--- src/mi_pkg.sv ---
// Shared types and constants for the modular inverse core.
// Transaction payloads, datapath lane, sequencer state, step opcodes and control structs.
// No dependencies.
package mi_pkg;

   // Field widths of a transaction
   localparam int VALUE_W = 32;
   localparam int MOD_W   = VALUE_W - 1;
   // Bezout coefficients carry headroom above the operand width
   localparam int COEF_W  = VALUE_W + 3;

   typedef struct packed {
      logic signed [VALUE_W-1:0] value;
      logic        [MOD_W-1:0]   modulus;
   } mi_req_type;

   typedef struct packed {
      logic signed [VALUE_W-1:0] inverse_value;
      logic                      exists;
   } mi_rsp_type;

   // One working lane: remainder and its two coefficients,
   // with s * x + t * y == r held through the halve and subtract steps
   typedef struct packed {
      logic        [VALUE_W-1:0] r;
      logic signed [COEF_W-1:0]  s;
      logic signed [COEF_W-1:0]  t;
   } mi_lane_type;

   typedef enum logic [1:0] {
      ST_IDLE,
      ST_RUN,
      ST_FIX,
      ST_DONE
   } mi_state_type;

   typedef enum logic [2:0] {
      OP_HOLD,
      OP_HALVE,
      OP_SUB,
      OP_ADDN,
      OP_SUBN
   } mi_op_type;

   // Conditions seen by the sequencer
   typedef struct packed {
      logic input_ok;
      logic u_zero;
      logic u_even;
      logic v_even;
      logic u_ge_v;
      logic v_one;
      logic c_neg;
      logic c_ge_n;
   } mi_status_type;

   // Commands from the sequencer to the datapath
   typedef struct packed {
      logic      load;
      mi_op_type op;
      logic      a_is_v;
      logic      write_u;
      logic      write_v;
      logic      capture_zero;
      logic      capture_coef;
      logic      req_stall;
      logic      rsp_valid;
   } mi_ctrl_type;

endpackage

--- src/mi_step_unit.sv ---
// Shared step unit of the binary extended GCD: halve, subtract, or adjust by the modulus.
// Two lanes in, one lane out, purely combinational.
// Depends on mi_pkg.
module mi_step_unit (
   input  mi_pkg::mi_op_type                op,
   input  mi_pkg::mi_lane_type              a,
   input  mi_pkg::mi_lane_type              b,
   input  logic [mi_pkg::VALUE_W-1:0]       x,
   input  logic [mi_pkg::MOD_W-1:0]         y,
   output mi_pkg::mi_lane_type              result
);
   import mi_pkg::*;

   logic signed [COEF_W-1:0] x_ext;
   logic signed [COEF_W-1:0] y_ext;
   logic signed [COEF_W-1:0] s_opnd;
   logic signed [COEF_W-1:0] t_opnd;
   logic signed [COEF_W-1:0] s_sum;
   logic signed [COEF_W-1:0] t_sum;
   logic        [VALUE_W-1:0] r_diff;

   assign x_ext = $signed({{(COEF_W-VALUE_W){1'b0}}, x});
   assign y_ext = $signed({{(COEF_W-MOD_W){1'b0}}, y});

   // Pick the addends for the two coefficient adders
   always_comb begin
      s_opnd = '0;
      t_opnd = '0;
      case (op)
         OP_HALVE: begin
            if (a.s[0] | a.t[0]) begin
               s_opnd = y_ext;
               t_opnd = -x_ext;
            end
         end
         OP_SUB: begin
            s_opnd = -b.s;
            t_opnd = -b.t;
         end
         OP_ADDN: s_opnd = y_ext;
         OP_SUBN: s_opnd = -y_ext;
         default: begin
            s_opnd = '0;
            t_opnd = '0;
         end
      endcase
   end

   assign s_sum  = a.s + s_opnd;
   assign t_sum  = a.t + t_opnd;
   assign r_diff = a.r - b.r;

   // Form the new lane
   always_comb begin
      result = a;
      case (op)
         OP_HALVE: begin
            result.r = a.r >> 1;
            result.s = s_sum >>> 1;
            result.t = t_sum >>> 1;
         end
         OP_SUB: begin
            result.r = r_diff;
            result.s = s_sum;
            result.t = t_sum;
         end
         OP_ADDN, OP_SUBN: result.s = s_sum;
         default: result = a;
      endcase
   end

endmodule

--- src/mi_sequencer.sv ---
// Sequencer of the modular inverse core: accept, iterate the step unit, correct, deliver.
// Drives the datapath through a control struct.
// Depends on mi_pkg.
module mi_sequencer (
   input  logic                 clock,
   input  logic                 reset,
   input  logic                 req_valid,
   input  logic                 rsp_stall,
   input  mi_pkg::mi_status_type status,
   output mi_pkg::mi_ctrl_type   ctrl
);
   import mi_pkg::*;

   mi_state_type state_ff;
   mi_state_type state_in;

   // Hold the state
   always_ff @(posedge clock) begin
      if (reset) begin
         state_ff <= ST_IDLE;
      end else begin
         state_ff <= state_in;
      end
   end

   // Advance the state
   always_comb begin
      state_in = state_ff;
      case (state_ff)
         ST_IDLE: begin
            if (req_valid) begin
               state_in = status.input_ok ? ST_RUN : ST_DONE;
            end
         end
         ST_RUN: begin
            if (status.u_zero) begin
               state_in = status.v_one ? ST_FIX : ST_DONE;
            end
         end
         ST_FIX: begin
            if (!status.c_neg && !status.c_ge_n) begin
               state_in = ST_DONE;
            end
         end
         ST_DONE: begin
            if (!rsp_stall) begin
               state_in = ST_IDLE;
            end
         end
         default: state_in = ST_IDLE;
      endcase
   end

   // Drive the datapath
   always_comb begin
      ctrl = '0;
      ctrl.op = OP_HOLD;
      case (state_ff)
         ST_IDLE: begin
            if (req_valid) begin
               ctrl.load = 1'b1;
               ctrl.capture_zero = !status.input_ok;
            end
         end
         ST_RUN: begin
            ctrl.req_stall = 1'b1;
            if (status.u_zero) begin
               ctrl.capture_zero = !status.v_one;
            end else if (status.u_even) begin
               ctrl.op = OP_HALVE;
               ctrl.write_u = 1'b1;
            end else if (status.v_even) begin
               ctrl.op = OP_HALVE;
               ctrl.a_is_v = 1'b1;
               ctrl.write_v = 1'b1;
            end else if (status.u_ge_v) begin
               ctrl.op = OP_SUB;
               ctrl.write_u = 1'b1;
            end else begin
               ctrl.op = OP_SUB;
               ctrl.a_is_v = 1'b1;
               ctrl.write_v = 1'b1;
            end
         end
         ST_FIX: begin
            ctrl.req_stall = 1'b1;
            ctrl.a_is_v = 1'b1;
            if (status.c_neg) begin
               ctrl.op = OP_ADDN;
               ctrl.write_v = 1'b1;
            end else if (status.c_ge_n) begin
               ctrl.op = OP_SUBN;
               ctrl.write_v = 1'b1;
            end else begin
               ctrl.capture_coef = 1'b1;
            end
         end
         ST_DONE: begin
            ctrl.req_stall = 1'b1;
            ctrl.rsp_valid = 1'b1;
         end
         default: ctrl.req_stall = 1'b1;
      endcase
   end

endmodule

--- src/modular_inverse_core.sv ---
// Top level of the modular inverse core: lane registers, operand registers, result register.
// Instantiates mi_step_unit and mi_sequencer; depends on mi_pkg.
//
//   channel   direction   handshake              payload
//   req       in          req_valid / req_stall  mi_req_type  (value, modulus)
//   rsp       out         rsp_valid / rsp_stall  mi_rsp_type  (inverse_value, exists)
//
// Flow: one transaction at a time through one shared step unit (halve, subtract or
//   add/subtract modulus per cycle). An item is accepted and loaded, iterated through the
//   step unit until the remainder of u reaches zero, brought into the modulus range when
//   an inverse exists, then held in the result register until taken. Rejected inputs
//   (modulus below 2, zero value, both even) go straight to the result register.
// Reset: returns the sequencer to idle and keeps req_stall high while reset is high;
//   no storage needs clearing.
// Stalls: req_stall stays high from acceptance until the result is taken; the result
//   register holds while rsp_stall is high.
module modular_inverse_core (
   input  logic               clock,
   input  logic               reset,
   input  logic               req_valid,
   output logic               req_stall,
   input  mi_pkg::mi_req_type req_payload,
   output logic               rsp_valid,
   input  logic               rsp_stall,
   output mi_pkg::mi_rsp_type rsp_payload
);
   import mi_pkg::*;

   mi_lane_type          u_ff;
   mi_lane_type          v_ff;
   logic [VALUE_W-1:0]   x_ff;
   logic [MOD_W-1:0]     y_ff;
   logic                 neg_ff;
   mi_rsp_type           rsp_ff;

   mi_lane_type          u_in;
   mi_lane_type          v_in;
   mi_lane_type          lane_a;
   mi_lane_type          lane_b;
   mi_lane_type          step_out;
   mi_status_type        status;
   mi_ctrl_type          ctrl;

   logic [VALUE_W-1:0]   value_bits;
   logic [VALUE_W-1:0]   mag;
   logic                 value_neg;
   logic signed [COEF_W-1:0] y_ext;
   logic [VALUE_W-1:0]   coef_low;

   // Magnitude of the incoming value; the most negative value maps to 2^(VALUE_W-1)
   assign value_bits = req_payload.value;
   assign value_neg  = value_bits[VALUE_W-1];
   assign mag        = value_neg ? (~value_bits + 1'b1) : value_bits;
   assign y_ext      = $signed({{(COEF_W-MOD_W){1'b0}}, y_ff});

   // Status for the sequencer
   always_comb begin
      status.input_ok = (req_payload.modulus > MOD_W'(1)) && (mag != '0)
                        && (mag[0] | req_payload.modulus[0]);
      status.u_zero   = (u_ff.r == '0);
      status.u_even   = !u_ff.r[0];
      status.v_even   = !v_ff.r[0];
      status.u_ge_v   = (u_ff.r >= v_ff.r);
      status.v_one    = (v_ff.r == VALUE_W'(1));
      status.c_neg    = v_ff.s[COEF_W-1];
      status.c_ge_n   = (v_ff.s >= y_ext);
   end

   mi_sequencer u_seq (
      .clock     (clock),
      .reset     (reset),
      .req_valid (req_valid),
      .rsp_stall (rsp_stall),
      .status    (status),
      .ctrl      (ctrl)
   );

   // Route lanes into the shared step unit
   assign lane_a = ctrl.a_is_v ? v_ff : u_ff;
   assign lane_b = ctrl.a_is_v ? u_ff : v_ff;

   mi_step_unit u_step (
      .op     (ctrl.op),
      .a      (lane_a),
      .b      (lane_b),
      .x      (x_ff),
      .y      (y_ff),
      .result (step_out)
   );

   // Select next lane contents: load on accept, else write back the step result
   always_comb begin
      u_in = u_ff;
      v_in = v_ff;
      if (ctrl.load) begin
         u_in.r = mag;
         u_in.s = COEF_W'(1);
         u_in.t = '0;
         v_in.r = {{(VALUE_W-MOD_W){1'b0}}, req_payload.modulus};
         v_in.s = '0;
         v_in.t = COEF_W'(1);
      end else if (ctrl.write_u) begin
         u_in = step_out;
      end else if (ctrl.write_v) begin
         v_in = step_out;
      end
   end

   // Hold lanes and operands
   always_ff @(posedge clock) begin
      u_ff <= u_in;
      v_ff <= v_in;
      if (ctrl.load) begin
         x_ff   <= mag;
         y_ff   <= req_payload.modulus;
         neg_ff <= value_neg;
      end
   end

   // Capture the result transaction
   assign coef_low = v_ff.s[VALUE_W-1:0];

   always_ff @(posedge clock) begin
      if (ctrl.capture_zero) begin
         rsp_ff.inverse_value <= '0;
         rsp_ff.exists        <= 1'b0;
      end else if (ctrl.capture_coef) begin
         rsp_ff.inverse_value <= neg_ff ? (~coef_low + 1'b1) : coef_low;
         rsp_ff.exists        <= 1'b1;
      end
   end

   // Keep the input closed while reset is high
   assign req_stall   = ctrl.req_stall | reset;
   assign rsp_valid   = ctrl.rsp_valid;
   assign rsp_payload = rsp_ff;

   // A result on offer means no new transaction can enter
   assert property (@(posedge clock) disable iff (reset)
      rsp_valid |-> req_stall)
      else $error("result offered while input open");

   // An accepted transaction closes the input on the next cycle
   assert property (@(posedge clock) disable iff (reset)
      (req_valid && !req_stall) |=> req_stall)
      else $error("input still open after acceptance");

   // A found inverse is never zero
   assert property (@(posedge clock) disable iff (reset)
      (rsp_valid && rsp_payload.exists) |-> (rsp_payload.inverse_value != '0))
      else $error("inverse flagged but zero");

   // No inverse means a zero value
   assert property (@(posedge clock) disable iff (reset)
      (rsp_valid && !rsp_payload.exists) |-> (rsp_payload.inverse_value == '0))
      else $error("missing inverse with nonzero value");

endmodule

--- config.mk ---
export PLATFORM = sky130hd
export DESIGN_NAME = modular_inverse_core
export DESIGN_NICKNAME = d
export VERILOG_FILES = /design/src/mi_pkg.sv /design/src/mi_step_unit.sv /design/src/mi_sequencer.sv /design/src/modular_inverse_core.sv
export SDC_FILE = /design/constraint.sdc
export NUM_CORES = 1
export LEC_CHECK = 0
export ABC_AREA = 1
export ABC_CLOCK_PERIOD_IN_PS = 5600
export BUFFER_PORTS_ARGS = -buffer_cell sky130_fd_sc_hd__buf_4
export CELL_PAD_IN_SITES_DETAIL_PLACEMENT = 2
export CELL_PAD_IN_SITES_GLOBAL_PLACEMENT = 2
export CORE_ASPECT_RATIO = 2
export CORE_MARGIN = 5
export CORE_UTILIZATION = 32
export DETAILED_ROUTE_END_ITERATION = 12
export PLACE_DENSITY = 0.76
export REMOVE_ABC_BUFFERS = 1
export SETUP_SLACK_MARGIN = 0.15
export SYNTH_ARGS = -nofsm -noshare
export SYNTH_HDL_FRONTEND = slang
export SYNTH_SLANG_ARGS = --single-unit
--- constraint.sdc ---
create_clock -name clock -period 5.6 [get_ports clock]
set_input_delay 1.12 -clock clock [delete_from_list [all_inputs] [get_ports clock]]
set_output_delay 1.12 -clock clock [all_outputs]
set_load 0.03 [all_outputs]
==> key figures, run 1 <==
Run status
  • Status: aborted with a tool error
  • Stop stage: global routing (5_1_grt)
  • Tool Error: [ERROR GRT-0232] Routing congestion too high. Check the congestion heatmap in the GUI.

Floorplanning
  • Row cnt: approximately 150
  • Die Y: between 400 and 500 µm
  • Top-level I/O count: approximately 100
  • Starting Density: roughly a third
  • Die W: between 200 and 250 µm

Yosys
  • Synth Warn #: 0
  • Leading area contributor after synthesis: nand2_1
  • Seq/Total Area, Yosys: 27.75%
  • Count of cell types in the netlist: between 60 and 70
  • Yosys reg bits: around 300
  • Top cells by count, synth: nand2_1 (1,163), inv_1 (486), o21ai_0 (330)
  • Largest cells by area after synthesis: nand2_1 (17%), edfxtp_1 (14%), dfxtp_1 (13%)
  • Synth Flop Type: dfxtp_1
  • Netlist Area Pre-Place: 26,440 µm²
  • Syn_area_per_cell: 6.487 µm²
  • Post-synth EDFFs: around 130
  • Syn Inst Count: between 4,000 and 5,000
  • Top cell type's share of synthesized area: ~17%
  • Post-synth ARST share: 0%
  • Most frequent cell after synthesis: nand2_1

STA
  • Worst EP kind: register input
  • Worst EP post-GRT repair: u_ff[68]$_SDFFE_PP0P_/D

Placement
  • Global placement routability congestion: about 0.94
  • Buffers on Ports: approximately 100
  • Placed insts: 5,772
  • Post-DP HPWL: 122,800 µm

Clocking
  • Clock Sinks: slightly above 300
  • Cts bufs inserted: 36
  • Longest Clk Path Bufs: 3
  • CTS Root Buffer Type: clkbuf_16
  • Hold_buf cts: 0
  • CTS H-tree lvls: 2

Global routing
  • Total gr overflow: roughly 830
  • Largest net degree at the start of global routing: 74
  • Total GRT Usage: about three quarters
stage by stage:
| step | area (µm²) | setup slack, ns |
|---|---|---|
| CTS | 37640 | -0.4767 |
| detailed placement | 33160 | -1.486 |
| floorplan | 25740 | -7.406 |
| global placement | 33160 | -1.064 |
logic make-up after synthesis:
| group | share of synthesized area (%) |
|---|---|
| AO/OA/AOI/OAI | 18.71 |
| XOR/XNOR | 4.571 |
| adder cells (fa/ha/maj) | 7.013 |
| buffers and inverters | 10.04 |
| flip-flops | 27.75 |
| AND/OR/NAND/NOR | 31.93 |
layer usage:
metal	overflow	track usage, %
met1	9	68.93
met3	13	58.62
met2	515	93.50
met4	294	76.50
met5	0	23.12
timing repair:
action | in CTS
resized for setup | 530
buffers inserted | 129
pin swaps | 167
setup endpoints to repair | 174
cloned | 7
==> run 2, diff against run 1 <==
==> config.mk (replaced) <==
export PLATFORM = sky130hd
export DESIGN_NAME = modular_inverse_core
export DESIGN_NICKNAME = d
export VERILOG_FILES = /design/src/mi_pkg.sv /design/src/mi_step_unit.sv /design/src/mi_sequencer.sv /design/src/modular_inverse_core.sv
export SDC_FILE = /design/constraint.sdc
export NUM_CORES = 1
export LEC_CHECK = 0
export ABC_AREA = 1
export ABC_CLOCK_PERIOD_IN_PS = 7300
export BUFFER_PORTS_ARGS = -buffer_cell sky130_fd_sc_hd__buf_4
export CORE_MARGIN = 5
export CORE_UTILIZATION = 35
export DETAILED_ROUTE_END_ITERATION = 12
export PLACE_DENSITY_LB_ADDON = 0.15
export REMOVE_ABC_BUFFERS = 1
export SYNTH_ARGS = -nofsm -noshare
export SYNTH_HDL_FRONTEND = slang
export SYNTH_SLANG_ARGS = --single-unit
==> constraint.sdc (replaced) <==
create_clock -name clock -period 7.3 [get_ports clock]
set_input_delay 1.46 -clock clock [delete_from_list [all_inputs] [get_ports clock]]
set_output_delay 1.46 -clock clock [all_outputs]
set_load 0.03 [all_outputs]
==> run 2 against run 1 <==
- synthesized area stayed put
- the run now ends clean
- synthesized cell count is the same
==> key figures, run 2 <==
Layout
  • Layout cell share with drive strength beyond 1: a little under 9%
  • Max reg flops: 102
  • Fillers: approximately 8,100
  • Non-Filler Cell Area, Final: between 20,000 and 30,000 µm²
  • NumNets Final: 4,337
  • Most frequent cells in the layout: nand2_1 (1,161), inv_1 (485), o21ai_0 (327)
  • Biggest register: u_ff
  • Most common cell after layout, fill and taps aside: nand2_1
  • Area Overhead vs Synth: 11.73%

Global routing
  • Vias in the first global route: approximately 26,000
  • Largest net degree at the start of global routing: 83
  • Total gr overflow: 0
  • Global-route wire length before repair: 152,200 µm
  • Antenna violations before repair: 3
  • Total GRT Usage: a little under a quarter

Yosys
  • Post-synth EDFFs: 127 (unchanged)
  • Yosys reg bits: 303 (unchanged)
  • Top cell type's share of synthesized area: 16.51% (unchanged)
  • Synth Warn #: 0 (unchanged)
  • Largest cells by area after synthesis: nand2_1 (17%), edfxtp_1 (14%), dfxtp_1 (13%) (unchanged)
  • Most frequent cell after synthesis: nand2_1 (unchanged)
  • Top cells by count, synth: nand2_1 (1,163), inv_1 (486), o21ai_0 (330) (unchanged)
  • Count of cell types in the netlist: 67 (unchanged)
  • Leading area contributor after synthesis: nand2_1 (unchanged)
  • Synth Flop Type: dfxtp_1 (unchanged)
  • Seq/Total Area, Yosys: 27.75% (unchanged)
  • Syn Inst Count: 4,076 (unchanged)
  • Netlist Area Pre-Place: 26,440 µm² (unchanged)
  • Syn_area_per_cell: 6.487 µm² (unchanged)
  • Post-synth ARST share: 0% (unchanged)

Floorplanning
  • Top-level I/O count: 102 (unchanged)
  • Die W: 284.9 µm (was 213.3 µm)
  • Die Y: 284.9 µm (was 416.5 µm)
  • Core area: roughly 75,000 µm²
  • Die area: roughly 81,000 µm²
  • Starting Density: 35.40% (was 32.16%)
  • Row cnt: 100 (was 149)

Power
  • Switching share of power: 53.83%
  • Clock power share: around 17%
  • VDD IR max: approximately 0.25 mV
  • Leakage: 13.44 nW
  • Sequential Power Share: between 20% and 30%
  • Logic pwr share: a little over three fifths
  • Pint: 5.754 mW
  • Switching pwr: roughly 6.7 mW
  • Power Dens Cells: between 400 and 500 nW/µm²

STA
  • Fmax: roughly 150 MHz
  • Final Skew: between 0.02 and 0.025 ns
  • Min Tclk post-route: ~6.8 ns
  • Fin crit share: between 90 and 100%
  • Setup tns final: 0 ns
  • Worst-Margin Slew: around 1.1 ns
  • Fin. Hold Viols: 0
  • Slew HR: ~24%
  • Final setup violation count: 0
  • Final Max Tran Viols: 0

Detailed routing
  • Post-DR vias/cell: ~5.3
  • Via count: 27,354
  • Initial DRC Count: 2,196
  • DRC: 0
  • WL final: between 100,000 and 150,000 µm
  • Routed Antenna Nets: 0
  • WL per Instance: between 15 and 20 µm
  • Detailed Routing Iterations Pass 1: 7

Worst setup path
  • CP max FO: 18
  • CP peak stage delay: 0.44 ns
  • Critical path's slowest cell: edfxtp_1
  • Crit path required time: between 7 and 8 ns
  • Startpoint types: register
  • Crit path kind: register to register
  • CP Capture Type: register
  • Worst path most repeated cell: nand2_1
  • CP arrival: around 7.3 ns

Clocking
  • Cts bufs inserted: 39 (was 36)
  • CTS H-tree lvls: 2 (unchanged)
  • Clock transition at path regs: 0.06 ns
  • Hold_buf cts: 0 (unchanged)
  • Worst skew pair latency: just under 0.6 ns
  • CTS Root Buffer Type: clkbuf_16 (unchanged)
  • Clock Sinks: 303 (unchanged)
  • Longest Clk Path Bufs: 3 (unchanged)
  • CTS tree: done

Flow run
  • Max-capacitance violation count: 0

Placement
  • Post-DP HPWL: 77,080 µm (was 122,800 µm)
  • Buffers on Ports: 101 (unchanged)
  • Global placement routability congestion: 0.9582 (was 0.9388)
  • Placed cell area: 28,110 µm² (was 33,160 µm²)

Hold path
  • Worst hold path class: register to register

Run status
  • Status: complete, no violations (was aborted with a tool error)
run 2: cell counts after synthesis:
Identical to the previous run, type by type.
run 2: path summary, 6_finish.rpt:
| kind | startpoint | endpoint | slack (ns) | cells past startpoint |
|---|---|---|---|---|
| max | u_ff[80]$_DFFE_PP_ | v_ff[68]$_SDFFE_PP0P_ | 0.48 | 42 |
| min | v_ff[33]$_SDFFE_PP0P_ | v_ff[33]$_SDFFE_PP0P_ | 0.46 | 2 |
| max reg2reg | u_ff[80]$_DFFE_PP_ | v_ff[68]$_SDFFE_PP0P_ | 0.48 | 42 |
| min reg2reg | v_ff[33]$_SDFFE_PP0P_ | v_ff[33]$_SDFFE_PP0P_ | 0.46 | 2 |
run 2: through the flow:
stage / util [%] / total power, mW / std cells / hold WS [ns] / setup WS, ns
after floorplan: - / 7.822 / 3934 / 0.4259 / -5.706
after global routing: 39.54 / 13.44 / 5123 / 0.4841 / -0.001045
after detailed placement: 37.63 / 10.25 / 5049 / 0.4452 / 0.3456
final: 39.55 / 12.46 / 5126 / 0.4565 / 0.4803
after global placement: 37.63 / 10.28 / 5049 / 0.4436 / 0.3555
after CTS: 39.42 / 12.37 / 5121 / 0.4575 / 0.3180
run 2: power by group through the flow:
stage	logic, mW	clock network, mW	registers (mW)
2_1_floorplan	5.14	0	2.68
3_3_place_gp	7.66	0	2.62
3_5_place_dp	7.62	0	2.63
4_1_cts	7.66	2.11	2.59
5_1_grt	8.61	2.18	2.65
6_report	7.80	2.06	2.61
run 2: final cells by class:
class	count	area (µm²)	share of cell area [%]
tap	969	1212	4.104
timing repair buffer	147	1140	3.858
multi-input combinational	3113	16560	56.04
clock inverter	18	221.5	0.7496
clock buffer	54	1115	3.774
antenna	3	7.507	0.02541
inverter	519	1953	6.611
sequential	303	7337	24.84
run 2: worst max-delay path, delay by kind of cell (launching register included):
family                     cells  cell delay [ns]
and+or+nand+nor               26             2.93
AOI/OAI and AO/OA             11             2.19
adders and majority gates      2             0.74
DFF                            1             0.44
buffers and inverters          2             0.20
xor gates and xnor gates       1             0.17
run 2: logic make-up after synthesis:
group	after synthesis	share of synthesized area, %
simple gates	1961	31.93
buf+inv	661	10.04
flops	303	27.75
fa+ha+maj	147	7.013
compound gates	866	18.71
xor+xnor	138	4.571
run 2: timing repair:
item | in CTS | in global routing
setup buffers | 0 | 1
resized for setup | 0 | 19
endpoints found under the setup margin | 0 | 33
run 2: layer usage:
| metal | up-vias | track usage (%) | routed length (µm) |
|---|---|---|---|
| met5 | - | 0 | 0 |
| li1 | 13806 | - | - |
| met2 | 794 | 37.68 | 43670 |
| met3 | 131 | 2.620 | 5651 |
| met4 | 0 | 6.082 | 2634 |
| met1 | 12623 | 34.01 | 48210 |
Power figures use the tool's default switching activity.
